`config.mk`:
```
export PLATFORM = sky130hd
export DESIGN_NAME = button_gesture_led_controller_top
export DESIGN_NICKNAME = d
export VERILOG_FILES = /design/src/rtl/bgl_pkg.sv /design/src/rtl/bgl_cfg.sv /design/src/rtl/bgl_core.sv /design/src/rtl/button_gesture_led_controller_top.sv
export SDC_FILE = /design/constraint.sdc
export NUM_CORES = 1
export LEC_CHECK = 0
export BUFFER_PORTS_ARGS = -buffer_cell sky130_fd_sc_hd__buf_2
export CORE_MARGIN = 2
export CORE_UTILIZATION = 40
export CTS_BUF_LIST = sky130_fd_sc_hd__clkbuf_8 sky130_fd_sc_hd__clkbuf_16
export DETAILED_ROUTE_END_ITERATION = 10
export PLACE_DENSITY = 0.6
export SLEW_MARGIN = 30
export SYNTH_ARGS = -nofsm -noshare
export SYNTH_HDL_FRONTEND = slang
export SYNTH_SLANG_ARGS = --single-unit
```
`constraint.sdc`:
```
create_clock -name clk -period 13.3 [get_ports clk]
set_clock_uncertainty 0.05 [all_clocks]
set_input_delay 0.665 -clock clk [delete_from_list [all_inputs] [get_ports clk]]
set_output_delay 0.665 -clock clk [all_outputs]
set_load 0.03 [all_outputs]
```
`src/rtl/bgl_pkg.sv`:
```
`timescale 1ns / 1ps
// ----------------------------------------------------------------------------
// bgl_pkg
// shared types and constants of the button gesture led controller
// ----------------------------------------------------------------------------
package bgl_pkg;

	localparam int unsigned TICK_W  = 16;
	localparam int unsigned COUNT_W = 4;
	localparam int unsigned INDEX_W = 3;
	localparam int unsigned IN_TDATA_W  = 8;
	localparam int unsigned OUT_TDATA_W = 8;

	// register reset values
	localparam logic [TICK_W-1:0]  DEBOUNCE_RST   = 16'd50;
	localparam logic [TICK_W-1:0]  CLICK_RST      = 16'd500;
	localparam logic [TICK_W-1:0]  RELAX_RST      = 16'd300;
	localparam logic [TICK_W-1:0]  HOLD_RST       = 16'd3000;
	localparam logic [TICK_W-1:0]  FLASH_HALF_RST = 16'd100;
	localparam logic [COUNT_W-1:0] FLASH_CNT_RST  = 4'd5;

	typedef enum logic [INDEX_W-1:0] {
		REG_DEBOUNCE   = 3'd0,
		REG_CLICK      = 3'd1,
		REG_RELAX      = 3'd2,
		REG_HOLD       = 3'd3,
		REG_FLASH_HALF = 3'd4,
		REG_FLASH_CNT  = 3'd5
	} reg_index_t;

	typedef enum logic [2:0] {
		GEST_NONE   = 3'd0,
		GEST_SINGLE = 3'd1,
		GEST_DOUBLE = 3'd2,
		GEST_HOLD   = 3'd3,
		GEST_NOISE  = 3'd4
	} gesture_t;

	typedef struct packed {
		logic [TICK_W-1:0]  debounce_ticks;
		logic [TICK_W-1:0]  click_ticks;
		logic [TICK_W-1:0]  relax_ticks;
		logic [TICK_W-1:0]  hold_ticks;
		logic [TICK_W-1:0]  flash_half_ticks;
		logic [COUNT_W-1:0] flash_count;
	} cfg_t;

	typedef struct packed {
		logic     led_three;
		logic     led_two;
		logic     led_one;
		gesture_t gesture;
	} result_t;

endpackage

```
`src/rtl/bgl_cfg.sv`:
```
`timescale 1ns / 1ps
// ----------------------------------------------------------------------------
// bgl_cfg
// configuration register file, written by index
// ----------------------------------------------------------------------------
module bgl_cfg (
	input  logic                          clk,
	input  logic                          arst_n,
	input  logic                          wr_en,
	input  logic [bgl_pkg::INDEX_W-1:0]   wr_index,
	input  logic [bgl_pkg::TICK_W-1:0]    wr_data,
	output bgl_pkg::cfg_t                 cfg
);

	bgl_pkg::cfg_t cfg_q;

	always_ff @(posedge clk or negedge arst_n) begin
		if (!arst_n) begin
			cfg_q.debounce_ticks   <= bgl_pkg::DEBOUNCE_RST;
			cfg_q.click_ticks      <= bgl_pkg::CLICK_RST;
			cfg_q.relax_ticks      <= bgl_pkg::RELAX_RST;
			cfg_q.hold_ticks       <= bgl_pkg::HOLD_RST;
			cfg_q.flash_half_ticks <= bgl_pkg::FLASH_HALF_RST;
			cfg_q.flash_count      <= bgl_pkg::FLASH_CNT_RST;
		end else if (wr_en) begin
			case (wr_index)
				bgl_pkg::REG_DEBOUNCE:   cfg_q.debounce_ticks   <= wr_data;
				bgl_pkg::REG_CLICK:      cfg_q.click_ticks      <= wr_data;
				bgl_pkg::REG_RELAX:      cfg_q.relax_ticks      <= wr_data;
				bgl_pkg::REG_HOLD:       cfg_q.hold_ticks       <= wr_data;
				bgl_pkg::REG_FLASH_HALF: cfg_q.flash_half_ticks <= wr_data;
				bgl_pkg::REG_FLASH_CNT:
					cfg_q.flash_count <= wr_data[bgl_pkg::COUNT_W-1:0];
				default: ; // unknown index, dropped
			endcase
		end
	end

	assign cfg = cfg_q;

endmodule

```
`src/rtl/bgl_core.sv`:
```
`timescale 1ns / 1ps
// ----------------------------------------------------------------------------
// bgl_core
// gesture state machine and led state, one tick per step
// ----------------------------------------------------------------------------
module bgl_core (
	input  logic             clk,
	input  logic             arst_n,
	input  logic             step,
	input  logic             pressed,
	input  bgl_pkg::cfg_t    cfg,
	output bgl_pkg::result_t res
);

	typedef enum logic [2:0] {
		PH_IDLE   = 3'd0,
		PH_DEB    = 3'd1,
		PH_PRESS1 = 3'd2,
		PH_GAP1   = 3'd3,
		PH_PRESS2 = 3'd4,
		PH_GAP2   = 3'd5,
		PH_WAIT   = 3'd6,
		PH_FLASH  = 3'd7
	} phase_t;

	localparam logic [bgl_pkg::TICK_W-1:0] TICK_MAX = '1;

	phase_t                        phase_q, phase_d;
	logic [bgl_pkg::TICK_W-1:0]    elapsed_q, elapsed_d, elapsed_inc;
	logic [bgl_pkg::TICK_W-1:0]    ftimer_q, ftimer_d, ftimer_inc;
	logic [1:0]                    pattern_q, pattern_d;
	logic                          enabled_q, enabled_d;
	logic [bgl_pkg::COUNT_W-1:0]   fleft_q, fleft_d, fleft_dec;
	bgl_pkg::gesture_t             gesture;
	logic                          flash_on;

	// saturating counters
	assign elapsed_inc = (elapsed_q == TICK_MAX) ? elapsed_q : elapsed_q + 1'b1;
	assign ftimer_inc  = (ftimer_q == TICK_MAX) ? ftimer_q : ftimer_q + 1'b1;
	assign fleft_dec   = (fleft_q != '0) ? fleft_q - 1'b1 : fleft_q;

	always_comb begin
		phase_d   = phase_q;
		elapsed_d = elapsed_q;
		ftimer_d  = ftimer_q;
		pattern_d = pattern_q;
		enabled_d = enabled_q;
		fleft_d   = fleft_q;
		gesture   = bgl_pkg::GEST_NONE;
		case (phase_q)
			PH_IDLE: begin
				if (pressed) begin
					phase_d   = PH_DEB;
					elapsed_d = '0;
				end
			end
			PH_DEB: begin
				if (!pressed) begin
					gesture = bgl_pkg::GEST_NOISE;
					phase_d = PH_IDLE;
				end else begin
					elapsed_d = elapsed_inc;
					if (elapsed_inc >= cfg.debounce_ticks) begin
						phase_d   = PH_PRESS1;
						elapsed_d = '0;
					end
				end
			end
			PH_PRESS1: begin
				if (pressed) begin
					elapsed_d = elapsed_inc;
					if (elapsed_inc >= cfg.hold_ticks) begin
						gesture   = bgl_pkg::GEST_HOLD;
						pattern_d = enabled_q ? 2'd0 : 2'd1;
						enabled_d = !enabled_q;
						phase_d   = PH_WAIT;
					end
				end else if (elapsed_q < cfg.click_ticks) begin
					phase_d   = PH_GAP1;
					elapsed_d = '0;
				end else begin
					gesture = bgl_pkg::GEST_NOISE;
					phase_d = PH_IDLE;
				end
			end
			PH_GAP1: begin
				if (!pressed) begin
					elapsed_d = elapsed_inc;
					if (elapsed_inc >= cfg.relax_ticks) begin
						gesture = bgl_pkg::GEST_SINGLE;
						if (enabled_q)
							pattern_d = (pattern_q == 2'd3) ? 2'd1 : pattern_q + 2'd1;
						phase_d = PH_IDLE;
					end
				end else begin
					phase_d   = PH_PRESS2;
					elapsed_d = '0;
				end
			end
			PH_PRESS2: begin
				if (pressed) begin
					elapsed_d = elapsed_inc;
					if (elapsed_inc >= cfg.click_ticks) begin
						gesture = bgl_pkg::GEST_NOISE;
						phase_d = PH_WAIT;
					end
				end else begin
					phase_d   = PH_GAP2;
					elapsed_d = '0;
				end
			end
			PH_GAP2: begin
				if (!pressed) begin
					elapsed_d = elapsed_inc;
					if (elapsed_inc >= cfg.relax_ticks) begin
						gesture = bgl_pkg::GEST_DOUBLE;
						if (cfg.flash_count == '0) begin
							phase_d = PH_IDLE;
						end else begin
							phase_d   = PH_FLASH;
							fleft_d   = cfg.flash_count;
							ftimer_d  = '0;
							elapsed_d = '0;
						end
					end
				end else begin
					gesture = bgl_pkg::GEST_NOISE;
					phase_d = PH_WAIT;
				end
			end
			PH_WAIT: begin
				if (!pressed)
					phase_d = PH_IDLE;
			end
			PH_FLASH: begin
				// elapsed marks the half: zero on, one off
				ftimer_d = ftimer_inc;
				if (ftimer_inc >= cfg.flash_half_ticks) begin
					ftimer_d = '0;
					if (elapsed_q == '0) begin
						elapsed_d = {{(bgl_pkg::TICK_W-1){1'b0}}, 1'b1};
					end else begin
						elapsed_d = '0;
						fleft_d   = fleft_dec;
						if (fleft_dec == '0)
							phase_d = pressed ? PH_WAIT : PH_IDLE;
					end
				end
			end
			default: phase_d = PH_IDLE;
		endcase
	end

	always_ff @(posedge clk or negedge arst_n) begin
		if (!arst_n) begin
			phase_q   <= PH_IDLE;
			elapsed_q <= '0;
			ftimer_q  <= '0;
			pattern_q <= '0;
			enabled_q <= 1'b0;
			fleft_q   <= '0;
		end else if (step) begin
			phase_q   <= phase_d;
			elapsed_q <= elapsed_d;
			ftimer_q  <= ftimer_d;
			pattern_q <= pattern_d;
			enabled_q <= enabled_d;
			fleft_q   <= fleft_d;
		end
	end

	assign flash_on = (elapsed_d == '0);

	always_comb begin
		res.gesture = gesture;
		if (phase_d == PH_FLASH) begin
			res.led_one   = flash_on;
			res.led_two   = flash_on;
			res.led_three = flash_on;
		end else begin
			res.led_one   = (pattern_d == 2'd1);
			res.led_two   = (pattern_d == 2'd2);
			res.led_three = (pattern_d == 2'd3);
		end
	end

endmodule

```
`src/rtl/button_gesture_led_controller_top.sv`:
```
`timescale 1ns / 1ps
// ----------------------------------------------------------------------------
// button_gesture_led_controller_top
// click, double click and hold detector driving three leds
// ----------------------------------------------------------------------------
//  channel  | signals                              | direction | content
//  ---------+--------------------------------------+-----------+--------------------------
//  s_       | s_tvalid s_tready s_tdata[7:0]       | in        | one ms tick: pressed
//  m_       | m_tvalid m_tready m_tdata[7:0]       | out       | gesture and led levels
//  cfg_     | cfg_valid cfg_ready cfg_index cfg_data | in      | register write
//
//  one item in, one item out; m_tvalid rises once the item has passed s1 and s2
//  sustained rate one item per cycle while s2 is not stalled, set by the state update in bgl_core
//  s1 input register, s2 result register; the state loop closes inside bgl_core
//  s_tready drops only when s1 holds an item and the s2 result is stalled
//  arst_n clears valid bits, state and configuration registers to their reset values
//  cfg writes are always taken (cfg_ready high) and apply from the next item
// ----------------------------------------------------------------------------
module button_gesture_led_controller_top (
	input  logic                              clk,
	input  logic                              arst_n,
	// input items
	input  logic                              s_tvalid,
	output logic                              s_tready,
	input  logic [bgl_pkg::IN_TDATA_W-1:0]    s_tdata,   // [0] pressed, [7:1] zero
	// result items
	output logic                              m_tvalid,
	input  logic                              m_tready,
	output logic [bgl_pkg::OUT_TDATA_W-1:0]   m_tdata,   // [2:0] gesture, [3] led_one,
	                                                     // [4] led_two, [5] led_three,
	                                                     // [7:6] zero
	// configuration writes
	input  logic                              cfg_valid,
	output logic                              cfg_ready,
	input  logic [bgl_pkg::INDEX_W-1:0]       cfg_index,
	input  logic [bgl_pkg::TICK_W-1:0]        cfg_data
);

	logic             valid_s1;
	logic             pressed_s1;
	logic             valid_s2;
	bgl_pkg::result_t res_s2;
	bgl_pkg::result_t res_next;
	bgl_pkg::cfg_t    cfg;
	logic             advance;
	logic             step;

	// s2 may take a new result when empty or being drained
	assign advance  = !valid_s2 || m_tready;
	assign step     = valid_s1 && advance;
	assign s_tready = !valid_s1 || advance;

	assign cfg_ready = 1'b1;

	// input register
	always_ff @(posedge clk or negedge arst_n) begin
		if (!arst_n) begin
			valid_s1 <= 1'b0;
		end else if (s_tready) begin
			valid_s1 <= s_tvalid;
		end
	end

	always_ff @(posedge clk) begin
		if (s_tready && s_tvalid)
			pressed_s1 <= s_tdata[0];
	end

	bgl_cfg u_cfg (
		.clk      (clk),
		.arst_n   (arst_n),
		.wr_en    (cfg_valid && cfg_ready),
		.wr_index (cfg_index),
		.wr_data  (cfg_data),
		.cfg      (cfg)
	);

	// state machine, updates its state only when the s1 item moves on
	bgl_core u_core (
		.clk     (clk),
		.arst_n  (arst_n),
		.step    (step),
		.pressed (pressed_s1),
		.cfg     (cfg),
		.res     (res_next)
	);

	// result register
	always_ff @(posedge clk or negedge arst_n) begin
		if (!arst_n) begin
			valid_s2 <= 1'b0;
		end else if (advance) begin
			valid_s2 <= valid_s1;
		end
	end

	always_ff @(posedge clk) begin
		if (step)
			res_s2 <= res_next;
	end

	assign m_tvalid = valid_s2;
	assign m_tdata  = {2'b00, res_s2};

endmodule

```
==> results of run 1 <==
layer usage:
layer  part of all wire, %  routed length (um)  global-route usage, %  up-vias
li1                      -                   -                      -     3840
met1                    48               11390                  27.73     3716
met2                    47               11320                  33.59      141
met3                   3.5                 839                  3.323       35
met4                   1.8                 426                  6.291        0
met5                     0                   0                      0        -
how the worst min path moves through the flow:
stage | start | end | slack [ps] | cells after the start
finish | arst_n | u_cfg.cfg[63]$_DFFE_PN0P_ | 130 | 1
global route | arst_n | u_cfg.cfg[63]$_DFFE_PN0P_ | 160 | 1
CTS | arst_n | u_cfg.cfg[76]$_DFFE_PN0P_ | 150 | 1
detailed placement | u_core.enabled_q$_DFFE_PN0P_ | u_core.enabled_q$_DFFE_PN0P_ | 420 | 1
global placement | u_core.enabled_q$_DFFE_PN0P_ | u_core.enabled_q$_DFFE_PN0P_ | 410 | 1
floorplan | arst_n | m_tvalid$_DFFE_PN0P_ | 320 | 0
cell type report:
cell class                 instances  area [um^2]
clock buffer                      18        450.4
sequential                       135         3445
fill                            2173        12360
multi-input combinational        784         5370
inverter                          97        364.1
clock inverter                    13        120.1
tap                              285        356.6
timing repair buffer              42        245.2
cells by family (layout without fill, tap and decap cells):
logic type      Yosys count  in the layout  share of synthesized area, %
simple gates            342            342                         18.16
compound gates          285            285                         19.72
flops                   135            135                         37.01
buf+inv                 135            170                         5.579
fa+ha+maj               103            103                         13.85
mux                      31             31                         3.711
xor+xnor                 20             20                         1.882
other cells               2              3                       0.08070
flip-flops by register name (all words and copies together), names as in the netlist, 2 cells and up:
name / cells
u_cfg.cfg: 84
u_core.ftimer_q: 16
m_tdata: 6
u_core.pattern_q: 2
u_core.phase_q: 3
u_core.elapsed_q: 16
u_core.fleft_q: 4
stage by stage:
stage	cell area (um^2)	util [%]	worst slack, ps
finish	10350	45.58	7492
global route	10350	45.58	7024
CTS	10350	45.58	7495
detailed placement	9781	43.07	7498
global placement	9773	43.04	7227
floorplan	9310	-	8697
synthesized netlist by cell type (13+ instances only):
| cell | number | area share, % |
|---|---|---|
| nand2_1 | 142 | 5.7 |
| o21ai_0 | 112 | 6.0 |
| dfrtp_1 | 103 | 28 |
| ha_1 | 103 | 14 |
| inv_1 | 95 | 3.8 |
| nor2_1 | 56 | 2.3 |
| a21oi_1 | 47 | 2.5 |
| clkbuf_1 | 28 | 1.1 |
| mux2_2 | 28 | 3.4 |
| nand3_1 | 26 | 1.4 |
| dfstp_2 | 25 | 7.1 |
| nand4_1 | 22 | 1.5 |
| nand2b_1 | 16 | 1.1 |
| a211oi_1 | 14 | 1.1 |
| a22o_1 | 13 | 1.2 |
power breakdown:
part / switching [uW] / internal [uW]
registers: 56.1 / 501
logic: 330 / 209
clock network: 197 / 269
total: 582 / 980
==> impl_metrics.csv, run 1 <==
group,metric,value,unit
route,drc,0,
synth,ys_seq_area_share,37.01,%
route,via_count,7732,
cells_and_area,num_antenna_cells,0,
sta,hold_viol,0,
global_routing,grt-ovfl-total,0,
synth,ys_ff_latch,135,
critical_path,critical_path.top_delay_family,"simple AND/OR/NAND/NOR gates",
route,drtIter0Drc,407,
power,p_per_area,150.9,mW/mm^2
global_routing,antenna_found_initial,0,
sta,rsz0062_at_grt,"false",
critical_path,r2r_start,"u_core.ftimer_q[4]$_DFFE_PN0P_",
power,fin_total_pwr,1562,uW
place,dp.final_hpwl,17.71,mm
global_routing,grt_pass1_wl,39.12,mm
power,leakagePower,0.004748,uW
worst_hold_path,worst_hold_path_type,"input pin to async pin",
floorplanning,initial_core_util,40.98,%
route,wl_per_cell,17.45,um
clock_tree,clk_pin_slew,70,ps
critical_path,cp-endpoint,"m_tdata[5]$_DFFE_PP_",
outcome,status,"completed",
sta,tns,0,ps
sta,max_slew_margin,36.45,%
synth,yosys_most_used_dff,"dfrtp_1",
clock_tree,post-cts-setup-buffers,0,
route,drt.antenna.violating_nets,0,
cells_and_area,final_common_cell,"nand2_1",
place,gp_congestion,0.8796,
clock_tree,insertion_delay,440,ps
floorplanning,die_h,156.5,um
route,wirelength,23.98,mm
global_routing,first_global_vias,7337,
flow_run,cap_violations,0,
floorplanning,core,0.02271,mm^2
critical_path,crit_required,13400,ps
clock_tree,htree_num_levels,4,
sta,max_freq,172.2,MHz
critical_path,rr_worst_depth,18,
synth,yosys.cell_types.count,81,
global_routing,grt_max_degree,79,
synth,synth_area_per_cell,8.838,um^2
clock_tree,ctsHoldBuffers,0,
cells_and_area,fin_cells,1374,
route,avgViaCountPerCell,5.627,
critical_path,crit_path_start,"u_core.ftimer_q[4]$_DFFE_PN0P_",
critical_path,cp_common_cell,"nand4_1",
cells_and_area,finalNetCount,1212,
critical_path,cpPeakStageDelay,660,ps
synth,synth-async-reset-ratio,94.81,%
global_routing,grt_usage,20.46,%
cells_and_area,areaGrowthSynthToFinish,11.23,%
critical_path,cp-end-kind,"register",
critical_path,cp_slowest_cell,"and2_1",
cells_and_area,final_cell_mix,"nand2_1, o21ai_0, ha_1, dfrtp_1, inv_1",
clock_tree,cts_buffer_depth,2,
critical_path,worstPathArrival,5910,ps
power,peakVddDrop,76.75,uV
critical_path,cp_max_fo,13,
synth,synthCells,1053,
cells_and_area,drive_gt1_share,14.14,%
critical_path,crit_buf_inv,0,
synth,synth-edff-count,7,
sta,finalCritPeriodShare,43.67,%
route,firstDrtPassIters,5,
clock_tree,clock_sinks,135,
clock_tree,cts_made_buffers,17,
sta,finalSetupViolCount,0,
clock_tree,cts_tree,"yes",
critical_path,critPathKind,"register to register",
floorplanning,die_width,156.5,um
sta,hold-worst-slack,127.0,ps
sta,finalCriticalPeriod,5808,ps
floorplanning,rows,55,
clock_tree,cts_resized,0,
place,dp.cells,1343,
floorplanning,io_pins,43,
sta,worst_pin_slew,948.2,ps
critical_path,start_kind,"register",
synth,synth_warnings,0,
critical_path,path_cells,"and4_1 > nand4_1 > nor4_1 > nand4_1 > and3_1 > and2_1 > nand3_1 > xnor2_1 > ha_1 > and3_1 > a221oi_1 > o21ai_0 > a21oi_2 > and2_1 > a221oi_1 > o22a_1 > nand4_1 > o22ai_1",
place,portBuffers,32,
floorplanning,die_area,0.02450,mm^2
critical_path,crit_cells,18,
clock_tree,clockRootBuffer,"clkbuf_16",
synth,synth_area,0.009306,mm^2
critical_path,rr_endpoint,"m_tdata[5]$_DFFE_PP_",
critical_path,reg2reg_slack,7490,ps
sta,slew_viol_final,0,
Note: power is estimated with default switching activity, not from simulation.
==> run 2, diff against run 1 <==
--- a/config.mk
+++ b/config.mk
@@ -5,6 +5,7 @@
 export SDC_FILE = /design/constraint.sdc
 export NUM_CORES = 1
 export LEC_CHECK = 0
+export ABC_AREA = 1
 export BUFFER_PORTS_ARGS = -buffer_cell sky130_fd_sc_hd__buf_2
 export CORE_MARGIN = 2
 export CORE_UTILIZATION = 40
==> constraint.sdc (replaced) <==
create_clock -name clk -period 5.6 [get_ports clk]
set_clock_uncertainty 0.05 [all_clocks]
set_input_delay 0.28 -clock clk [delete_from_list [all_inputs] [get_ports clk]]
set_output_delay 0.28 -clock clk [all_outputs]
set_load 0.03 [all_outputs]
==> run 2 against run 1 <==
- synthesized area is 7.7% higher
- setup slack got worse by 6900 ps
- utilization down 0.23 points
- register-to-register slack worse by 6900 ps
- first-iteration DRC count rose by 85%
- sequential cell count unchanged
- combinational power rose to 3.1 times the previous value
- non-clock buffer count down 2
- critical endpoint is now m_tdata[4]$_DFFE_PP_
- die area is 7.5% higher
- sequential power rose to 2.6 times the previous value
==> impl_metrics.csv, run 2 <==
group,metric,value,unit
synth,yosysMostFrequentCell,"nand2_1",
cells_and_area,largest_reg_flops,84,
sta,hold_viol,0,
global_routing,first_global_vias,8522,
synth,synth-edff-count,7,
cells_and_area,num-fill-cells,2502,
synth,synth_area,0.01002,mm^2
floorplanning,rows,57,
cells_and_area,final_common_cell,"nand2_1",
sta,worst_pin_slew,1016,ps
synth,synth_area_leaders,"dfrtp_1, nand2_1, ha_1",
synth,yosys.cell_types.count,39,
place,dp.final_hpwl,19.44,mm
worst_hold_path,worst_hold_path_type,"input pin to register",
sta,slew_viol_final,0,
cells_and_area,final_cell_mix,"nand2_1, inv_1, o21ai_0",
route,drt.antenna.violating_nets,0,
cells_and_area,utilization,45.35,%
synth,synth_top_area_share,25.71,%
power,internal_power,2529,uW
route,drc,0,
global_routing,grt_max_degree,94,
critical_path,cp_max_fo,14,
critical_path,critPathKind,"register to register",
power,power_frac_comb,39.1,%
sta,finalCriticalPeriod,5057,ps
synth,yosys-top-cells-count,"nand2_1, inv_1, o21ai_0",
place,dpl_cell_area,0.01045,mm^2
route,drtIter0Drc,753,
clock_tree,insertion_delay,430,ps
route,via_count,9095,
power,p_switching,1760,uW
cells_and_area,postLayoutCellArea,0.01109,mm^2
power,fin_total_pwr,4289,uW
floorplanning,io_pins,43,
floorplanning,initial_core_util,40.98,%
synth,synth_warnings,0,
critical_path,start_kind,"register",
power,leakagePower,0.005630,uW
route,wl_per_cell,14.94,um
route,avgViaCountPerCell,5.136,
synth,ys_ff_latch,135,
clock_tree,cts_tree,"yes",
global_routing,antenna_found_initial,0,
sta,finalSetupViolCount,0,
cells_and_area,areaGrowthSynthToFinish,10.66,%
floorplanning,die_h,162.3,um
synth,synth-async-reset-ratio,94.81,%
critical_path,crit_required,5840,ps
sta,max_slew_margin,32.17,%
floorplanning,die_width,162.3,um
synth,synthCells,1416,
critical_path,cp-end-kind,"register",
sta,tns,0,ps
critical_path,worstPathArrival,5300,ps
clock_tree,cts_buffer_depth,2,
clock_tree,clock_sinks,135,
flow_run,cap_violations,0,
place,portBuffers,32,
power,peakVddDrop,179.1,uV
clock_tree,clockRootBuffer,"clkbuf_16",
floorplanning,die_area,0.02634,mm^2
route,firstDrtPassIters,5,
global_routing,grt_pass1_wl,44.05,mm
sta,hold-worst-slack,38.31,ps
sta,finalCritPeriodShare,90.30,%
outcome,status,"completed",
place,gp_congestion,0.8611,
clock_tree,cts_made_buffers,17,
synth,yosys_most_used_dff,"dfrtp_1",
clock_tree,clk_pin_slew,60,ps
power,p_per_area,386.6,mW/mm^2
sta,rsz0062_at_grt,"false",
route,wirelength,26.47,mm
synth,synth_area_per_cell,7.080,um^2
synth,synth_area_leader_cell,"dfrtp_1",
global_routing,grt-ovfl-total,0,
synth,ys_seq_area_share,34.36,%
clock_tree,htree_num_levels,4,
clock_tree,cts_resized,0,
global_routing,grt_usage,21.04,%
cells_and_area,finalNetCount,1569,
cells_and_area,drive_gt1_share,9.744,%
power,p_sw_share,41.02,%
floorplanning,core,0.02446,mm^2
sta,max_freq,197.8,MHz
power,power_frac_seq,33.3,%
power,power_frac_clock,27.6,%
cells_and_area,num_antenna_cells,0,
-- run 2: cell count changes after synthesis, sizes merged, moves of 11 or more --
cell | before | now
nand2 | 142 | 404
inv | 96 | 205
nor2 | 56 | 116
o21ai | 116 | 161
nand3 | 26 | 58
mux2 | 28 | 0
a21oi | 47 | 73
nand2b | 16 | 0
a211oi | 14 | 0
a22o | 13 | 0
xnor2 | 12 | 0
nand4 | 23 | 34
-- run 2: cell families (layout without fill, tap and decap cells) --
group | Yosys count | count (layout) | synth area share, %
xor+xnor | 18 | 18 | 1.648
flops | 135 | 135 | 34.36
other cells | 2 | 3 | 0.07492
buf+inv | 248 | 278 | 9.760
simple gates | 642 | 642 | 27.25
fa+ha+maj | 103 | 103 | 12.86
compound gates | 268 | 268 | 14.05
-- run 2: what timing repair did --
action | CTS | global route
buffers inserted | 0 | 0
endpoints found under the hold margin | 81 | 0
hold buffers | 2 | 0
-- run 2: layer usage --
metal	wire length [um]	part of all wire, %	track usage, %
met1	13070	49	29.47
met5	0	0	0
met2	11780	45	33.54
met3	1170	4.4	3.371
met4	449	1.7	6.315
-- run 2: stage by stage --
| stage | cells | setup WS [ps] |
|---|---|---|
| 3_3_place_gp | 1737 | 811.3 |
| 6_report | 1771 | 543.3 |
| 4_1_cts | 1771 | 646.1 |
| 3_5_place_dp | 1737 | 723.1 |
| 2_1_floorplan | 1417 | 2026 |
| 5_1_grt | 1771 | 238.0 |
-- run 2: final timing paths --
kind	startpoint	endpoint	slack, ps	cells after the start
max in group asynchronous	arst_n	u_cfg.cfg[73]$_DFFE_PN1P_	4010	3
min in group asynchronous	arst_n	u_cfg.cfg[15]$_DFFE_PN0P_	470	2
min reg2reg	u_cfg.cfg[18]$_DFFE_PN0P_	u_cfg.cfg[18]$_DFFE_PN0P_	430	2
min	s_tvalid	valid_s1$_DFFE_PN0N_	40	3
max reg2reg	u_core.ftimer_q[1]$_DFFE_PN0P_	m_tdata[4]$_DFFE_PP_	540	26
max	u_core.ftimer_q[1]$_DFFE_PN0P_	m_tdata[4]$_DFFE_PP_	540	26
-- run 2: power groups by stage --
stage                     logic, uW  registers [uW]  clock network [uW]
after floorplan                1230            1410                   0
after global placement         1620            1440                   0
after detailed placement       1660            1440                   0
after CTS                      1670            1430                1200
after global routing           1940            1460                1240
final                          1680            1430                1180
-- run 2: critical path: stages (launching register included) --
cell and delay, ps:
dfrtp_1 380, ha_1 200, inv_1 80, nor4_1 400, nand2_1 140, nor3_2 250
nand2_1 170, nand2_1 90, nor2_1 50, nand2_1 90, nor2_1 80, nand2_1 90
xor2_1 220, inv_1 80, ha_1 290, nand4_1 70, nor3_1 300, nand3_1 240
nand4_1 200, nand2_1 410, nand2_1 170, nand4_1 150, nor2_1 150, nand2_1 70
nor2_1 260, nand3_2 150, nand2_1 80
-- run 2: final cells by class --
cell class / count / area [um^2] / share of cell area [%]
Sequential cell: 135 / 3445 / 31.05
Clock inverter: 10 / 116.4 / 1.049
Multi-Input combinational cell: 1034 / 5625 / 50.71
Tap cell: 324 / 405.4 / 3.654
Clock buffer: 22 / 494.2 / 4.455
Inverter: 206 / 773.2 / 6.970
Timing Repair Buffer: 40 / 234.0 / 2.109
==> run 3, diff against run 2 <==
--- a/config.mk
+++ b/config.mk
@@ -5,7 +5,6 @@
 export SDC_FILE = /design/constraint.sdc
 export NUM_CORES = 1
 export LEC_CHECK = 0
-export ABC_AREA = 1
 export BUFFER_PORTS_ARGS = -buffer_cell sky130_fd_sc_hd__buf_2
 export CORE_MARGIN = 2
 export CORE_UTILIZATION = 40
==> run 3 against run 2 <==
- non-clock buffer count grew 18
- largest cell class unchanged
- maximum frequency fell by 4.1%
- cell area decreased by 5.4%
- clock power down 3%
- total power fell by 12%
- setup slack got worse by 220 ps
- sequential share of layout area is 1.8 points higher
- utilization grew 0.86 points
- clock-buffer cell count is 4 lower
- sequential power shrank 7%
- register-to-register slack lost 220 ps
- critical path type unchanged
- global-route usage up 0.20 points
==> impl_metrics.csv, run 3 (synthesis gave the netlist of run 1 again) <==
group,metric,value,unit
critical_path,cp_slowest_cell,"or4_1",
clock_tree,cts_buffer_depth,2,
route,via_count,7842,
place,dp.cells,1357,
sta,finalCriticalPeriod,5274,ps
floorplanning,die_area,0.02450,mm^2
power,peakVddDrop,193.3,uV
global_routing,grt_usage,21.24,%
sta,max_slew_margin,39.07,%
sta,hold_viol,0,
cells_and_area,drive_gt1_share,15.19,%
critical_path,critical_path.top_delay_family,"simple AND/OR/NAND/NOR gates",
critical_path,crit_required,5810,ps
route,wirelength,24.95,mm
critical_path,crit_buf_inv,1,
flow_run,cap_violations,0,
sta,rsz0062_at_grt,"false",
cells_and_area,final_cell_mix,"nand2_1, o21ai_0, ha_1, dfrtp_1, inv_1",
critical_path,cpPeakStageDelay,680,ps
floorplanning,die_h,156.5,um
critical_path,worstPathArrival,5490,ps
cells_and_area,postLayoutCellArea,0.01049,mm^2
critical_path,rr_endpoint,"m_tdata[5]$_DFFE_PP_",
cells_and_area,num_antenna_cells,0,
place,dpl_cell_area,0.009878,mm^2
route,avgViaCountPerCell,5.638,
clock_tree,post-cts-setup-buffers,0,
sta,finalWorstSetupSlack,325.8,ps
global_routing,grt_max_degree,78,
floorplanning,initial_core_util,40.98,%
clock_tree,cts_tree,"yes",
critical_path,critPathKind,"register to register",
worst_hold_path,worst_hold_path_type,"input pin to register",
clock_tree,cts_made_buffers,17,
place,portBuffers,32,
sta,worst_pin_slew,909.2,ps
floorplanning,die_width,156.5,um
route,drc,0,
sta,finalCritPeriodShare,94.18,%
critical_path,rr_worst_depth,16,
cells_and_area,areaGrowthSynthToFinish,12.76,%
cells_and_area,fin_cells,1391,
floorplanning,core,0.02271,mm^2
floorplanning,io_pins,43,
sta,tns,0,ps
global_routing,grt_pass1_wl,40.62,mm
route,wl_per_cell,17.93,um
outcome,status,"completed",
worst_hold_path,hold_end,"valid_s1$_DFFE_PN0N_",
critical_path,reg2reg_slack,330,ps
clock_tree,clockRootBuffer,"clkbuf_16",
floorplanning,rows,55,
place,pre_cts_ws,407.9,ps
global_routing,antenna_found_initial,0,
critical_path,r2r_start,"u_core.elapsed_q[7]$_DFFE_PN0P_",
cells_and_area,final_common_cell,"nand2_1",
critical_path,cp_max_fo,8,
sta,hold-worst-slack,11.75,ps
power,leakagePower,0.004830,uW
sta,max_freq,189.6,MHz
place,dp.final_hpwl,18.39,mm
critical_path,cp-end-kind,"register",
critical_path,path_cells,"nand3_1 > or4_1 > nand2b_1 > nor3_1 > xnor2_1 > inv_1 > ha_1 > nand4_1 > or4_1 > o32a_2 > a21boi_2 > a32o_2 > a2111oi_4 > a2111oi_2 > nand4_1 > o22ai_1",
global_routing,first_global_vias,7583,
power,p_per_area,360.1,mW/mm^2
route,drtIter0Drc,440,
clock_tree,htree_num_levels,4,
cells_and_area,largest_reg_flops,84,
route,drt.antenna.violating_nets,0,
sta,finalSetupViolCount,0,
cells_and_area,finalNetCount,1228,
clock_tree,clock_sinks,135,
route,firstDrtPassIters,6,
clock_tree,clk_pin_slew,60,ps
global_routing,grt-ovfl-total,0,
worst_hold_path,min-delay-start,"s_tvalid",
sta,slew_viol_final,0,
clock_tree,insertion_delay,430,ps
worst_hold_path,whs_path_depth,2,
place,gp_congestion,0.8961,
critical_path,start_kind,"register",
[run 3: cell count changes in the layout (fill, tap and decap cells not counted), moves of 16 or more]
cell | previous run | this run
nand2b_1 | 0 | 16
nand2_2 | 17 | 0
nand3_1 | 53 | 26
o21ai_0 | 154 | 112
inv_1 | 198 | 96
nand2_1 | 387 | 142
buf_4 | 6 | 24
a21oi_1 | 73 | 47
nor2_1 | 105 | 56
mux2_2 | 0 | 28
[run 3: power breakdown]
group	internal (uW)	total (uW)	switching, uW
sequential	1190	1330	135
combinational	514	1310	798
clock	671	1140	471
total	2380	3780	1400
[run 3: repair_timing]
| action | in CTS | in global routing |
|---|---|---|
| endpoints found under the setup margin | 0 | 6 |
| hold buffers | 2 | 0 |
| endpoints found under the hold margin | 62 | 0 |
| resized for setup | 0 | 1 |
[run 3: metal layers]
metal / GRT usage, % / routed length (um) / vias to the layer above
met1: 28.24 / 11340 / 3739
met5: 0 / 0 / -
met3: 4.403 / 1161 / 45
li1: - / - / 3867
met4: 7.252 / 644 / 0
met2: 34.45 / 11790 / 191
[run 3: final cells by class]
cell class | instances | area, um^2
Fill cell | 2254 | 12220
Multi-Input combinational cell | 784 | 5374
Sequential cell | 135 | 3445
Clock buffer | 18 | 439.2
Timing Repair Buffer | 58 | 366.6
Inverter | 97 | 364.1
Tap cell | 285 | 356.6
Clock inverter | 14 | 148.9
[run 3: worst max path at each step]
stage                                         start              endpoint  cells after the start
detailed placement  u_core.elapsed_q[7]$_DFFE_PN0P_  m_tdata[5]$_DFFE_PP_                     14
CTS                 u_core.elapsed_q[7]$_DFFE_PN0P_  m_tdata[5]$_DFFE_PP_                     14
floorplan           u_core.elapsed_q[1]$_DFFE_PN0P_  m_tdata[3]$_DFFE_PP_                     17
global route        u_core.elapsed_q[7]$_DFFE_PN0P_  m_tdata[5]$_DFFE_PP_                     16
finish              u_core.elapsed_q[7]$_DFFE_PN0P_  m_tdata[5]$_DFFE_PP_                     16
global placement    u_core.elapsed_q[7]$_DFFE_PN0P_  m_tdata[5]$_DFFE_PP_                     14
[run 3: metrics by stage]
step | power [uW] | util (%)
after detailed placement | 2639 | 43.50
after global placement | 2611 | 43.50
final | 3778 | 46.21
after CTS | 3796 | 46.18
after global routing | 4046 | 46.21
after floorplan | 2266 | -
